### config.mk
export PLATFORM = sky130hd
export DESIGN_NAME = ttt_controller
export DESIGN_NICKNAME = d
export VERILOG_FILES = /design/src/rtl/ttt_pkg.sv /design/src/rtl/ttt_controller.sv
export SDC_FILE = /design/constraint.sdc
export NUM_CORES = 1
export LEC_CHECK = 0
export BUFFER_PORTS_ARGS = -buffer_cell sky130_fd_sc_hd__buf_2
export CAP_MARGIN = 5
export CORE_AREA = 2 2 262 264
export CTS_CLUSTER_DIAMETER = 120
export DETAILED_ROUTE_END_ITERATION = 6
export DIE_AREA = 0 0 264 266
export PLACE_DENSITY_LB_ADDON = 0.3
export REMOVE_ABC_BUFFERS = 1
export SKIP_LAST_GASP = 1
export SLEW_MARGIN = 10
export SYNTH_ARGS = -nofsm -noshare
export SYNTH_HDL_FRONTEND = slang
export SYNTH_SLANG_ARGS = --single-unit
### constraint.sdc
create_clock -name clock -period 13.5 [get_ports clock]
set_input_delay 0.675 -clock clock [delete_from_list [all_inputs] [get_ports clock]]
set_output_delay 0.675 -clock clock [all_outputs]
set_load 0.02 [all_outputs]
### src/rtl/ttt_pkg.sv
package ttt_pkg;

   localparam int unsigned MaxEntriesDefault = 64;
   localparam int unsigned TableLimit = 64;

   typedef enum logic [3:0] {
      REQ_ADD       = 4'd0,
      REQ_REMOVE    = 4'd1,
      REQ_CLEAR     = 4'd2,
      REQ_ROTATE    = 4'd3,
      REQ_MIRROR_X  = 4'd4,
      REQ_MIRROR_Y  = 4'd5,
      REQ_NORMALIZE = 4'd6,
      REQ_READ      = 4'd7,
      REQ_EXTENTS   = 4'd8,
      REQ_PLACE     = 4'd9
   } req_code_type;

   localparam logic [1:0] STATUS_OK    = 2'd0;
   localparam logic [1:0] STATUS_FULL  = 2'd1;
   localparam logic [1:0] STATUS_INDEX = 2'd2;
   localparam logic [1:0] STATUS_EMPTY = 2'd3;

   localparam logic [1:0] DIR_NORTH = 2'd0;
   localparam logic [1:0] DIR_EAST  = 2'd1;
   localparam logic [1:0] DIR_SOUTH = 2'd2;
   localparam logic [1:0] DIR_WEST  = 2'd3;

   typedef struct packed {
      logic [3:0]  req_type;
      logic signed [15:0] rel_x;
      logic signed [15:0] rel_y;
      logic [15:0] kind_code;
      logic [1:0]  direction;
      logic [31:0] metadata;
      logic [5:0]  index;
      logic [1:0]  rotation;
      logic signed [31:0] anchor_x;
      logic signed [31:0] anchor_y;
   } req_type_type;

   typedef struct packed {
      logic [1:0]  status;
      logic [6:0]  entry_index;
      logic signed [31:0] out_x;
      logic signed [31:0] out_y;
      logic [15:0] out_type;
      logic [1:0]  out_direction;
      logic [31:0] out_metadata;
      logic signed [15:0] min_x;
      logic signed [15:0] min_y;
      logic signed [15:0] max_x;
      logic signed [15:0] max_y;
      logic        last;
   } rsp_type_type;

   // Datapath operations driven by the controller.
   typedef enum logic [2:0] {
      OP_IDLE,
      OP_WRITE_NEW,
      OP_EXT_CLEAR,
      OP_READ,
      OP_SCAN,
      OP_REWRITE,
      OP_SHIFT
   } dp_op_type;

   typedef struct packed {
      dp_op_type  op;
      logic [5:0] addr;
      logic       first;
      logic       fetch_valid;
   } dp_cmd_type;

   typedef struct packed {
      logic [6:0] count;
   } dp_status_type;

endpackage

### src/rtl/ttt_controller.sv
module ttt_controller import ttt_pkg::*; #(
   parameter int unsigned ENTRY_CAP = TableLimit
) (
   input  logic          clock,
   input  logic          reset,
   input  logic          req_valid,
   output logic          req_ready,
   input  req_type_type  req_in,
   output req_type_type  req_ff,
   input  dp_status_type stat,
   output dp_cmd_type    cmd,
   output logic          count_inc,
   output logic          count_dec,
   output logic          count_clr,
   input  logic [31:0]   rd_pos,
   input  logic [15:0]   rd_type,
   input  logic [1:0]    rd_dir,
   input  logic [31:0]   rd_meta,
   input  logic signed [15:0] mnx,
   input  logic signed [15:0] mny,
   input  logic signed [15:0] mxx,
   input  logic signed [15:0] mxy,
   output logic          rsp_valid,
   input  logic          rsp_ready,
   output rsp_type_type  rsp_ff
);

   typedef enum logic [3:0] {
      S_IDLE, S_DECODE, S_SCAN, S_REWRITE, S_SHIFT, S_READ, S_PLACE, S_EXT, S_SEND
   } state_type;

   state_type    state_ff;
   state_type    dec_state;
   logic [6:0]   addr_ff;
   logic [6:0]   dec_addr;
   logic         fv_ff;
   logic         valid_ff;
   rsp_type_type rsp_in;
   logic [6:0]   count;
   logic [5:0]   last_idx;
   logic         full;
   logic         index_bad;

   assign count = stat.count;
   assign last_idx = 6'(count - 7'd1);
   assign full = (count >= 7'(ENTRY_CAP));
   assign index_bad = ({1'b0, req_ff.index} >= count);
   // A new request is taken only once the previous result has been transferred.
   assign req_ready = (state_ff == S_IDLE) && !valid_ff;
   assign rsp_valid = valid_ff;

   always_comb begin
      cmd.op = OP_IDLE;
      cmd.addr = addr_ff[5:0];
      cmd.first = (addr_ff == 7'd1);
      cmd.fetch_valid = fv_ff;
      count_inc = 1'b0;
      count_dec = 1'b0;
      count_clr = 1'b0;
      rsp_in = rsp_ff;
      dec_state = S_SEND;
      dec_addr = '0;
      unique case (state_ff)
         S_DECODE: begin
            rsp_in = '0;
            rsp_in.last = 1'b1;
            unique case (req_code_type'(req_ff.req_type))
               REQ_ADD: begin
                  if (full) rsp_in.status = STATUS_FULL;
                  else begin
                     rsp_in.entry_index = count;
                     cmd.op = OP_WRITE_NEW;
                     count_inc = 1'b1;
                  end
               end
               REQ_REMOVE: begin
                  if (index_bad) rsp_in.status = STATUS_INDEX;
                  else begin
                     rsp_in.entry_index = {1'b0, req_ff.index};
                     dec_addr = {1'b0, req_ff.index} + 7'd1;
                     dec_state = S_SHIFT;
                  end
               end
               REQ_CLEAR: count_clr = 1'b1;
               REQ_ROTATE, REQ_MIRROR_X, REQ_MIRROR_Y, REQ_NORMALIZE: begin
                  if (count == 7'd0) rsp_in.status = STATUS_EMPTY;
                  else if (!(req_ff.req_type == REQ_ROTATE && req_ff.rotation == 2'd0))
                     dec_state = S_SCAN;
               end
               REQ_READ: begin
                  if (index_bad) rsp_in.status = STATUS_INDEX;
                  else begin
                     dec_addr = {1'b0, req_ff.index};
                     dec_state = S_READ;
                  end
               end
               REQ_EXTENTS: begin
                  cmd.op = OP_EXT_CLEAR;
                  rsp_in.entry_index = count;
                  if (count != 7'd0) dec_state = S_SCAN;
               end
               REQ_PLACE: begin
                  if (count == 7'd0) rsp_in.status = STATUS_EMPTY;
                  else dec_state = S_PLACE;
               end
               default: dec_state = S_IDLE;
            endcase
         end
         S_SCAN:    cmd.op = OP_SCAN;
         S_REWRITE: cmd.op = OP_REWRITE;
         S_SHIFT: begin
            cmd.op = OP_SHIFT;
            if (!fv_ff && addr_ff >= count) count_dec = 1'b1;
         end
         S_EXT: begin
            rsp_in.min_x = mnx;
            rsp_in.min_y = mny;
            rsp_in.max_x = mxx;
            rsp_in.max_y = mxy;
         end
         S_READ: if (fv_ff) begin
            rsp_in.entry_index = addr_ff;
            rsp_in.out_x = 32'(signed'(rd_pos[15:0]));
            rsp_in.out_y = 32'(signed'(rd_pos[31:16]));
            rsp_in.out_type = rd_type;
            rsp_in.out_direction = rd_dir;
            rsp_in.out_metadata = rd_meta;
         end
         S_PLACE: if (!valid_ff && fv_ff) begin
            rsp_in.entry_index = addr_ff;
            rsp_in.out_x = req_ff.anchor_x + 32'(signed'(rd_pos[15:0]));
            rsp_in.out_y = req_ff.anchor_y + 32'(signed'(rd_pos[31:16]));
            rsp_in.out_type = rd_type;
            rsp_in.out_direction = rd_dir;
            rsp_in.out_metadata = rd_meta;
            rsp_in.last = (addr_ff[5:0] == last_idx);
         end
         default: begin end
      endcase
   end

   always_ff @(posedge clock) begin
      if (reset) begin
         state_ff <= S_IDLE;
         valid_ff <= 1'b0;
         addr_ff  <= '0;
         fv_ff    <= 1'b0;
      end else begin
         rsp_ff <= rsp_in;
         if (valid_ff && rsp_ready) valid_ff <= 1'b0;
         unique case (state_ff)
            S_IDLE: if (req_valid && req_ready) begin
               req_ff   <= req_in;
               state_ff <= S_DECODE;
            end
            S_DECODE: begin
               fv_ff <= 1'b0;
               addr_ff <= dec_addr;
               state_ff <= dec_state;
            end
            S_SCAN: begin
               // The fetched entry arrives in the cycle after its address.
               fv_ff <= (addr_ff < count);
               if (addr_ff < count) addr_ff <= addr_ff + 7'd1;
               else if (!fv_ff || addr_ff == count) begin
                  if (!fv_ff) begin
                     addr_ff <= '0;
                     if (req_ff.req_type == REQ_EXTENTS) state_ff <= S_EXT;
                     else state_ff <= S_REWRITE;
                  end
               end
            end
            S_REWRITE: begin
               fv_ff <= (addr_ff < count);
               if (addr_ff < count) addr_ff <= addr_ff + 7'd1;
               else if (!fv_ff) state_ff <= S_SEND;
            end
            S_SHIFT: begin
               fv_ff <= (addr_ff < count);
               if (addr_ff < count) addr_ff <= addr_ff + 7'd1;
               else if (!fv_ff) state_ff <= S_SEND;
            end
            S_EXT: state_ff <= S_SEND;
            S_READ: begin
               if (fv_ff) begin
                  fv_ff <= 1'b0;
                  state_ff <= S_SEND;
               end else fv_ff <= 1'b1;
            end
            S_PLACE: if (!valid_ff) begin
               if (fv_ff) begin
                  valid_ff <= 1'b1;
                  fv_ff <= 1'b0;
                  if (addr_ff[5:0] == last_idx) state_ff <= S_IDLE;
                  else addr_ff <= addr_ff + 7'd1;
               end else fv_ff <= 1'b1;
            end
            S_SEND: if (!valid_ff) begin
               valid_ff <= 1'b1;
               state_ff <= S_IDLE;
            end
            default: state_ff <= S_IDLE;
         endcase
      end
   end

endmodule

==> results.txt, run 1 <==
The standby leakage power came out at roughly 0.0095 µW. The global-route usage over all layers is 0.175. The achievable frequency came out at about 270 MHz.

The kind of cell with the highest combined delay along the critical path is buffers and inverters. The proportion of power drawn by combinational gates is 0.281. approximately 680 I/O pins were placed.

After synthesis, the largest family of logic cells by area is compound AO/OA/AOI/OAI gates. The combined area of all synthesized cells is around 17,000 µm². The final number of hold-violating endpoints came out at 0. Adding up every negative setup slack in the final design gives 0 ns. The number of buffers added by the clock tree synthesis step came out at 44. The tree is rooted in a sky130_fd_sc_hd__clkbuf_16. Of the total synthesized cell area, the portion taken by XOR and XNOR cells is 0.0262. The proportion of layout cells with a drive suffix above 1 came out at 0.374. Ranked by total cell area, the synthesized netlist is headed by sky130_fd_sc_hd__edfxtp_1 (61%), sky130_fd_sc_hd__ha_1 (5.9%), sky130_fd_sc_hd__and2_1 (4.3%). The synthesized design contains roughly 350 enable-type register cells. The CTS sink count is between 300 and 400. TritonCTS built the clock tree.

The run finished with clean final reports. The critical path contains buffers and inverters numbering 3 combined. The fraction of power spent switching nets is 0.352. The number of failing setup endpoints in the final timing report came out at 0. The max-slew violation count was 0. Data arrives at the worst endpoint at just under 4 ns. In the post-synthesis netlist, the cell with the most instances is sky130_fd_sc_hd__edfxtp_1. After synthesis, the share of cell area in mux cells is 0.00235. The worst min-delay path category is primary input to register.

The cell repeated most along the worst path is sky130_fd_sc_hd__buf_4. The number of standard cells after synthesis came out at about 1.4k. The primary flip-flop cell chosen by synthesis mapping is sky130_fd_sc_hd__edfxtp_1. The initial antenna violation count is 26.

The die is around 260 µm wide. The number of gates resized after CTS came out at 0. In this design, the stage delay of the slowest critical-path cell is 0.90 ns.

IR analysis of the VDD net gives a maximum drop of 0.109 mV. The count of standard-cell rows is 96. The part of the power in the clock network is 0.312. The worst setup path is of the register to register kind. After clock tree synthesis, the setup repair step added 0 buffers. Before antenna repair, the detailed router went through 5 iterations. The tightest slew margin relative to the limit came out at 0.284.

For this design the total switching power over the nets is around 1300 µW. The cell area after placement is around 21,000 µm². The worst setup path is launched from a register. After detailed placement, the design holds a cell count of 2,871. The residual DRC count is 0. The register area is approximately 11,000 µm².

The antenna violation net count after detailed routing is 0. The die is ~270 µm tall. The clock-pin slew of the registers on the worst-case setup and hold paths is about 0.070 ns.

The area enclosed by the die boundary is about 70,000 µm². The area of the multi-input gates came out at approximately 6000 µm². After global routing the overflow that remains totals 0. In the final routed layout, each cell accounts on average for 21.7 µm. The final RePlAce weighted congestion came out at about 0.9. The number of buffers on the longest clock path is 3. The compound-cell area share of the yosys netlist came out at 0.137. Between clock sinks in the finished design, the worst skew comes to between 0.03 and 0.04 ns. The synthesis-to-finish area growth is 34.1%. The tool flagged a number of max-cap violations equal to 0. The via count is about 14k.

The number of global-route vias before repair is 13.8k. Sorting the synthesized cells by how often they occur yields sky130_fd_sc_hd__edfxtp_1 (346), sky130_fd_sc_hd__and2_1 (117), sky130_fd_sc_hd__nand2_1 (96). The fraction of synthesis flops using an asynchronous set or reset pin came out at 0. The routed design has around 64,000 µm of wire. The post-synthesis adder-cell area fraction came out at 0.0610.

The number of inserted filler cells in the final layout came out at between 6k and 7k. Port buffering added about 680 buffers. Counting I/O delays and the setup requirement, the final critical path takes about 3.7 ns. The maximum number of pins on one net before global-route repair came out at 81. The first global-routing pass estimated roughly 92,000 µm of wire. The post-detailed-placement half-perimeter wirelength came out at between 40,000 and 50,000 µm. The clock latency reported for the late side of the worst-skew pair is ~0.59 ns. The critical path goes through inv_1 -> nand2_1 -> nor4_1 -> and3_4 -> buf_4 -> buf_4. In the finished design, the share of the clock period the worst path needs comes to 0.273. The Yosys step of the flow raised 0 warnings. The worst slack on hold paths came out at around 0.25 ns. The average footprint of a synthesized cell came out at roughly 13 µm².

Setup repair after global routing left no endpoint under its margin. The required time of the worst setup path is around 14 ns. The filler-free cell count of the finished design came out at between 2k and 3k. On the critical path, the stage with the largest delay is an instance of sky130_fd_sc_hd__buf_4. The average vias per placed instance is between 4 and 5.

The cell taking the most area after synthesis is sky130_fd_sc_hd__edfxtp_1. The final instance area is around 23,000 µm². The share of total power in sequential cells came out at 0.407. The internal power summed over all cells came out at 2480 µW.

The worst setup path is captured at a register. The biggest fanout along the worst timing path came out at 79. After the last flow step, the layout net total stands at roughly 2.4k. The core region area is roughly 68,000 µm². The depth of the CTS H-tree is 2. The initial utilization of the core area, before any placement, comes to 0.252.

Synthesis inferred around 360 register bits. The portion of synthesized cell area occupied by the leading cell type is 0.609. The distinct cell type count after synthesis came out at 76. The number of violations reported at the end of detailed-routing iteration 0 is about 960.

The transition time of the tightest slew-check pin is between 1 and 1.5 ns. After clock tree synthesis, the flow added hold-fix buffers numbering 0. Of the total synthesized cell area, the portion taken by AND, OR, NAND and NOR gates is 0.124. The sequential share of the synthesized area came out at 0.625.

The power density normalized to cell area is roughly 170 nW/µm².
metal layers:
| metal | vias up | global-route usage | part of all wire |
|---|---|---|---|
| met1 | 6673 | 0.200 | 0.39 |
| met2 | 562 | 0.313 | 0.51 |
| met4 | 36 | 0.0544 | 0.028 |
| met5 | - | 0 | 0.0035 |
| met3 | 116 | 0.0506 | 0.074 |
| li1 | 6496 | - | - |
final cells by class:
| class | instances | share of cell area |
|---|---|---|
| Antenna cell | 5 | 0.000547 |
| Clock buffer | 52 | 0.0494 |
| Clock inverter | 29 | 0.0142 |
| Inverter | 44 | 0.00722 |
| Multi-Input combinational cell | 900 | 0.264 |
| Sequential cell | 359 | 0.466 |
| Tap cell | 882 | 0.0482 |
| Timing Repair Buffer | 686 | 0.151 |
sequential cells by signal, indices dropped and copies added, names as in the netlist:
name and cells:
fv_ff 1, addr_ff 7, req_ff 158, state_ff 4, rsp_valid 1, rsp_ff 188
cells by family after synthesis:
kind of cell / Yosys count
XOR/XNOR: 51
multiplexers: 4
adder cells (fa/ha/maj): 82
AO/OA/AOI/OAI: 360
AND/OR/NAND/NOR: 403
flip-flops: 359
buffers and inverters: 103
power by group through the flow:
stage	sequential [µW]	clock, µW	combinational, µW
after detailed placement	1580	0	1090
after CTS	1560	1230	1090
after global placement	1580	0	1080
after global routing	1580	1270	1170
final	1560	1190	1080
after floorplan	1790	0	478
placed cells by master, fill, tap and decap left out, types with 25 or more instances in the layout:
master / Yosys / final
sky130_fd_sc_hd__edfxtp_1: 346 / 346
sky130_fd_sc_hd__inv_1: 44 / 44
sky130_fd_sc_hd__o21ai_0: 72 / 72
sky130_fd_sc_hd__xor2_1: 26 / 26
sky130_fd_sc_hd__nand2_1: 96 / 96
sky130_fd_sc_hd__o21ai_1: 38 / 38
sky130_fd_sc_hd__ha_1: 80 / 80
sky130_fd_sc_hd__xnor2_1: 25 / 25
sky130_fd_sc_hd__a21oi_1: 78 / 78
sky130_fd_sc_hd__nor2_1: 57 / 55
sky130_fd_sc_hd__a21o_1: 34 / 34
sky130_fd_sc_hd__nand3_1: 29 / 28
sky130_fd_sc_hd__and2_1: 117 / 117
sky130_fd_sc_hd__clkbuf_16: 0 / 44
sky130_fd_sc_hd__buf_2: 1 / 676
stage by stage:
stage | total power [µW] | setup slack (ns) | utilization
detailed placement | 2670 | 9.65 | 0.316
finish | 3830 | 9.82 | 0.338
global placement | 2660 | 9.66 | 0.316
floorplan | 2270 | 3.59 | -
CTS | 3890 | 9.76 | 0.338
global route | 4020 | 9.56 | 0.338
final timing paths:
path | endpoint | slack [ns] | cells past startpoint | start
min reg2reg | addr_ff[6] | 0.56 | 2 | addr_ff[6]
min | req_ff[15] | 0.25 | 1 | req_in[15]
max | req_ff[63] | 9.82 | 6 | state_ff[0]
max reg2reg | req_ff[63] | 9.82 | 6 | state_ff[0]
No activity file was read; power rests on OpenSTA's default activity.
==> run 2, diff against run 1 <==
--- a/config.mk
+++ b/config.mk
@@ -5,12 +5,13 @@
 export SDC_FILE = /design/constraint.sdc
 export NUM_CORES = 1
 export LEC_CHECK = 0
+export ABC_AREA = 1
 export BUFFER_PORTS_ARGS = -buffer_cell sky130_fd_sc_hd__buf_2
 export CAP_MARGIN = 5
-export CORE_AREA = 2 2 262 264
+export CORE_AREA = 2 2 264 266
 export CTS_CLUSTER_DIAMETER = 120
 export DETAILED_ROUTE_END_ITERATION = 6
-export DIE_AREA = 0 0 264 266
+export DIE_AREA = 0 0 266 268
 export PLACE_DENSITY_LB_ADDON = 0.3
 export REMOVE_ABC_BUFFERS = 1
 export SKIP_LAST_GASP = 1
==> constraint.sdc (replaced) <==
create_clock -name clock -period 3.38 [get_ports clock]
set_input_delay 0.169 -clock clock [delete_from_list [all_inputs] [get_ports clock]]
set_output_delay 0.169 -clock clock [all_outputs]
set_load 0.02 [all_outputs]
==> run 2 against run 1 <==
Against the previous run: core utilization rose by 5.6 points; routed wire length rose by 2.7%; first-iteration DRC count rose by 11%; worst setup slack got worse by 9.0 ns; flip-flop and latch count did not move; sequential power rose to 4.0 times the previous value; hold slack got worse by 0.041 ns; clock skew fell by 0.0092 ns; sequential share of layout area fell by 6.9 points; critical path depth rose by 9; die area rose by 1.5%.
==> results.txt, run 2 <==
The run finished with clean final reports. Sorting the synthesized cells by how often they occur yields sky130_fd_sc_hd__nand2_1 (406), sky130_fd_sc_hd__edfxtp_1 (346), sky130_fd_sc_hd__nor2_1 (258). The portion of synthesized cell area occupied by the leading cell type is 0.581 (-0.0281).

CTS placed an instance of sky130_fd_sc_hd__clkbuf_16 at the clock tree root. The most used flip-flop cell after synthesis is sky130_fd_sc_hd__edfxtp_1. The vertical die dimension was 268 µm (+0.75%).

The cell area after placement came to 22,400 µm² (+4.6%). The setup slack of the worst register-to-register path came out at 0.83 ns (-8.99 ns). The number of inserted filler cells in the final layout came out at 6,782 (-2.6%). TritonCTS built the clock tree.

The sequential share of the synthesized area was 0.596 (-0.0288). The mean routed wirelength per cell came out at 17.5 µm (-19%). The maximum number of pins on one net before global-route repair is 75 (-7.4%). The number of cells traversed by the worst register-to-register path came to 15 (+9).

The number of top-level design ports came to 677 (unchanged). The average footprint of a synthesized cell is 9.73 µm² (-22%). The tightest slew margin relative to the limit is 0.453 (+0.169). The transition time of the tightest slew-check pin is 0.820 ns (-0.253 ns). The depth of the CTS H-tree is 2 (unchanged). The startpoint type of the worst setup path is a register.

The initial antenna violation count came out at 5 (-81%). Traced cell by cell, the critical path runs through ha_1 -> inv_1 -> fa_1 -> inv_1 -> nand3_1 -> nand2_1 -> nand2_1 -> nand2_1 -> nand2_1 -> a21oi_1 -> nand2_1 -> nand2_1 -> nand2_1 -> nand3_1 -> nand2_1. Grouping stages by cell kind, the critical path spends the most delay in simple AND/OR/NAND/NOR gates. The residual DRC count was 0 (unchanged). The wire length on met2 is 32,900 µm (+0.71%). The core region area is 68,200 µm² (+0.71%). The number of cells on the critical path came out at 15 (+9). The largest total area in the synthesized netlist belongs to sky130_fd_sc_hd__edfxtp_1. The most frequent standard cell in the layout excluding fill and tap cells is sky130_fd_sc_hd__buf_2. The count of standard-cell rows is 96 (unchanged). The final critical-path share of the clock period is 0.755 (+0.482). The required time of the worst setup path was 3.68 ns (-10.01 ns). The tightest min-delay check is of the primary input to register type. The worst ir drop on vdd was 0.416 mV (+280%). The final instance area is 26,900 µm² (+17%). The clock-pin slew of the registers on the worst-case setup and hold paths is 0.06 ns (about the same).

The largest registers in the layout are rsp_ff: 188 flops, req_ff: 158 flops, addr_ff: 7 flops. The source of the worst register-to-register timing path is req_ff[32]. The clock latency reported for the late side of the worst-skew pair is 0.58 ns (about the same). The global-route usage over all layers came to 0.178 (+0.00313). The net total in the final layout came out at 3,238 (+33%).

The number of register bits inferred by synthesis came out at 359 (unchanged). The power density normalized to cell area came to 584 nW/µm² (+250%). The routed length on met1 came out at 26,200 µm (+6.3%). The number of synthesized flops with an enable pin is 346 (unchanged).

The number of max-cap violations came out at 0 (unchanged). The number of violations reported at the end of detailed-routing iteration 0 is 1,059 (+11%). The number of buffers on the longest clock path is 3 (unchanged). The die boundary width was 266 µm (+0.76%). The origin of the worst setup path is req_ff[32]. The final RePlAce weighted congestion is 0.893 (+1.3%). The routed wire length is 65,800 µm (+2.7%). The standby leakage power is 0.0123 µW (+30%). The sum of met3 wire segment lengths after detailed routing came out at 4010 µm (-16%). The initial core utilization came out at 0.262 (+0.0103). The antenna violation net count after detailed routing came out at 0 (unchanged).

The number of buffers added by the clock tree synthesis step is 44 (unchanged). The worst setup path is captured at a register. The final number of hold-violating endpoints came out at 0 (unchanged). The arrival time of the worst setup path came to 2.85 ns (-1.02 ns). The number of setup buffers added after CTS was 0 (unchanged). After synthesis, the cell types taking the most area are sky130_fd_sc_hd__edfxtp_1 (58%), sky130_fd_sc_hd__nand2_1 (8.5%), sky130_fd_sc_hd__ha_1 (5.6%). The start-to-end type of the worst setup path is register to register.

The register bank with the most flops is rsp_ff. The combined area of all synthesized cells was 17,900 µm² (+4.8%). The post-detailed-placement half-perimeter wirelength was 49,600 µm (-0.76%).

The overall overflow remaining after global route came to 0 (unchanged). The proportion of layout cells with a drive suffix above 1 was 0.281 (-0.0934). The utilization after layout came out at 0.394 (+0.0559).

The cell with the biggest individual delay on the critical path is sky130_fd_sc_hd__fa_1. The fraction of synthesis flops using an asynchronous set or reset pin came out at 0 (unchanged). The global-route wire length before repair was 97,400 µm (+6.0%). The area enclosed by the die boundary came to 71,300 µm² (+1.5%). The achievable frequency is 392 MHz (+44%). The max-slew violation count came to 0 (unchanged).

The maximum clock skew at final layout is 0.0227 ns (-0.00924 ns). The number of global-route vias before repair was 17.0k (+23%). The via count is 16.7k (+20%). The average vias per placed instance came to 4.44 (-5.4%).

The time the worst path needs with I/O delays and setup was 2.55 ns (-1.13 ns). The distinct cell type count after synthesis came to 49 (-36%). The number of warnings printed during yosys synthesis came out at 0 (unchanged). The peak per-stage delay on the critical path is 0.38 ns (-0.52 ns). The final total power came to 15,700 µW (+310%). Setup repair after global routing left no endpoint under its margin. The number of flip-flops in the largest register came out at 188 (unchanged). The first-pass iteration count of the detailed router is 5 (unchanged). The total buffers and inverters traversed by the critical path is 2 (-1). Among all cell types in the netlist, the one instantiated most often is sky130_fd_sc_hd__nand2_1. The highest layer touched by signal routing is met5. The number of I/O port buffers came out at 676 (unchanged). In this run the critical register-to-register path is captured at rsp_ff[177]. The area growth from synthesis to layout is 50.2%. The CTS sink count came out at 359 (unchanged).

The top cell types in the final layout, fill and taps aside, are sky130_fd_sc_hd__buf_2 (676), sky130_fd_sc_hd__nand2_1 (405), sky130_fd_sc_hd__edfxtp_1 (346). The cell repeated most along the worst path is sky130_fd_sc_hd__nand2_1. The number of failing setup endpoints in the final timing report came out at 0 (unchanged).

Following the worst setup path forward leads to its endpoint at rsp_ff[177]. The biggest fanout along the worst timing path came to 4 (-95%). The number of standard cells after synthesis is 1,837 (+35%).
## run 2: cell count changes after synthesis, sizes merged, moves of 12 or more
cell / before / now
inv: 44 / 251
xor2: 26 / 7
o211ai: 14 / 2
nand3: 30 / 106
a21o: 34 / 4
nand2: 96 / 415
nor2: 57 / 269
xnor2: 25 / 4
clkbuf: 48 / 15
and3: 17 / 0
nand4: 10 / 24
a21oi: 79 / 106
and2: 117 / 0
o31ai: 17 / 2
## run 2: power breakdown
group | internal [µW] | switching [µW]
logic | 1580 | 3220
registers | 5790 | 408
clock network | 2750 | 1940
## run 2: routing by layer
| layer | track usage | vias to the layer above |
|---|---|---|
| met5 | 0 | - |
| met4 | 0.0762 | 2 |
| met3 | 0.0394 | 135 |
| met1 | 0.208 | 7747 |
| met2 | 0.313 | 591 |
| li1 | - | 8216 |
## run 2: worst reg2reg max path: cells and delay by family (launching register included)
family,cells,cell delay [ns]
AO/OA/AOI/OAI,1,0.26
adder cells (fa/ha/maj),2,0.56
buffers and inverters,2,0.16
flip-flops,1,0.35
AND/OR/NAND/NOR,10,0.95
## run 2: worst min-delay path by stage
stage | start | end | slack, ns | depth (start not counted)
floorplan | reset | state_ff[0] | 0.23 | 1
global placement | req_in[97] | req_ff[97] | 0.35 | 1
detailed placement | req_in[126] | req_ff[126] | 0.35 | 1
CTS | req_valid | req_ff[68] | 0.15 | 4
global route | req_valid | req_ff[68] | 0.18 | 4
finish | req_valid | req_ff[68] | 0.21 | 4
## run 2: through the flow
stage	hold WS, ns	setup TNS (ns)	setup slack [ns]	cells
2_1_floorplan	0.231	-2803.13	-13.38	1800
3_3_place_gp	0.345	0	0.860	3373
3_5_place_dp	0.347	0	0.845	3373
4_1_cts	0.150	0	0.790	3755
5_1_grt	0.179	0	0.556	3757
6_report	0.209	0	0.829	3758
## run 2: layout make-up
cell class | instances | area (µm²) | area share
sequential | 359 | 10700 | 0.397
clock buffer | 52 | 1150 | 0.0429
tap | 882 | 1100 | 0.0411
clock inverter | 26 | 256 | 0.00955
inverter | 253 | 950 | 0.0354
multi-input combinational | 1188 | 6110 | 0.227
timing repair buffer | 995 | 6630 | 0.247
antenna | 3 | 7.51 | 0.000280
## run 2: repair_timing
action / in CTS / in global routing
hold buffers: 304 / 0
resized for setup: 0 / 0
hold endpoints to repair: 306 / 0
setup endpoints to repair: 0 / 0
## run 2: logic make-up (layout without fill, tap and decap cells)
group | Yosys count | count (layout) | synth area share
compound gates | 245 | 245 | 0.0756
xor+xnor | 11 | 11 | 0.00539
fa+ha+maj | 82 | 82 | 0.0582
buf+inv | 290 | 1326 | 0.0652
flops | 359 | 359 | 0.596
other cells | 0 | 3 | 0
simple gates | 850 | 850 | 0.200
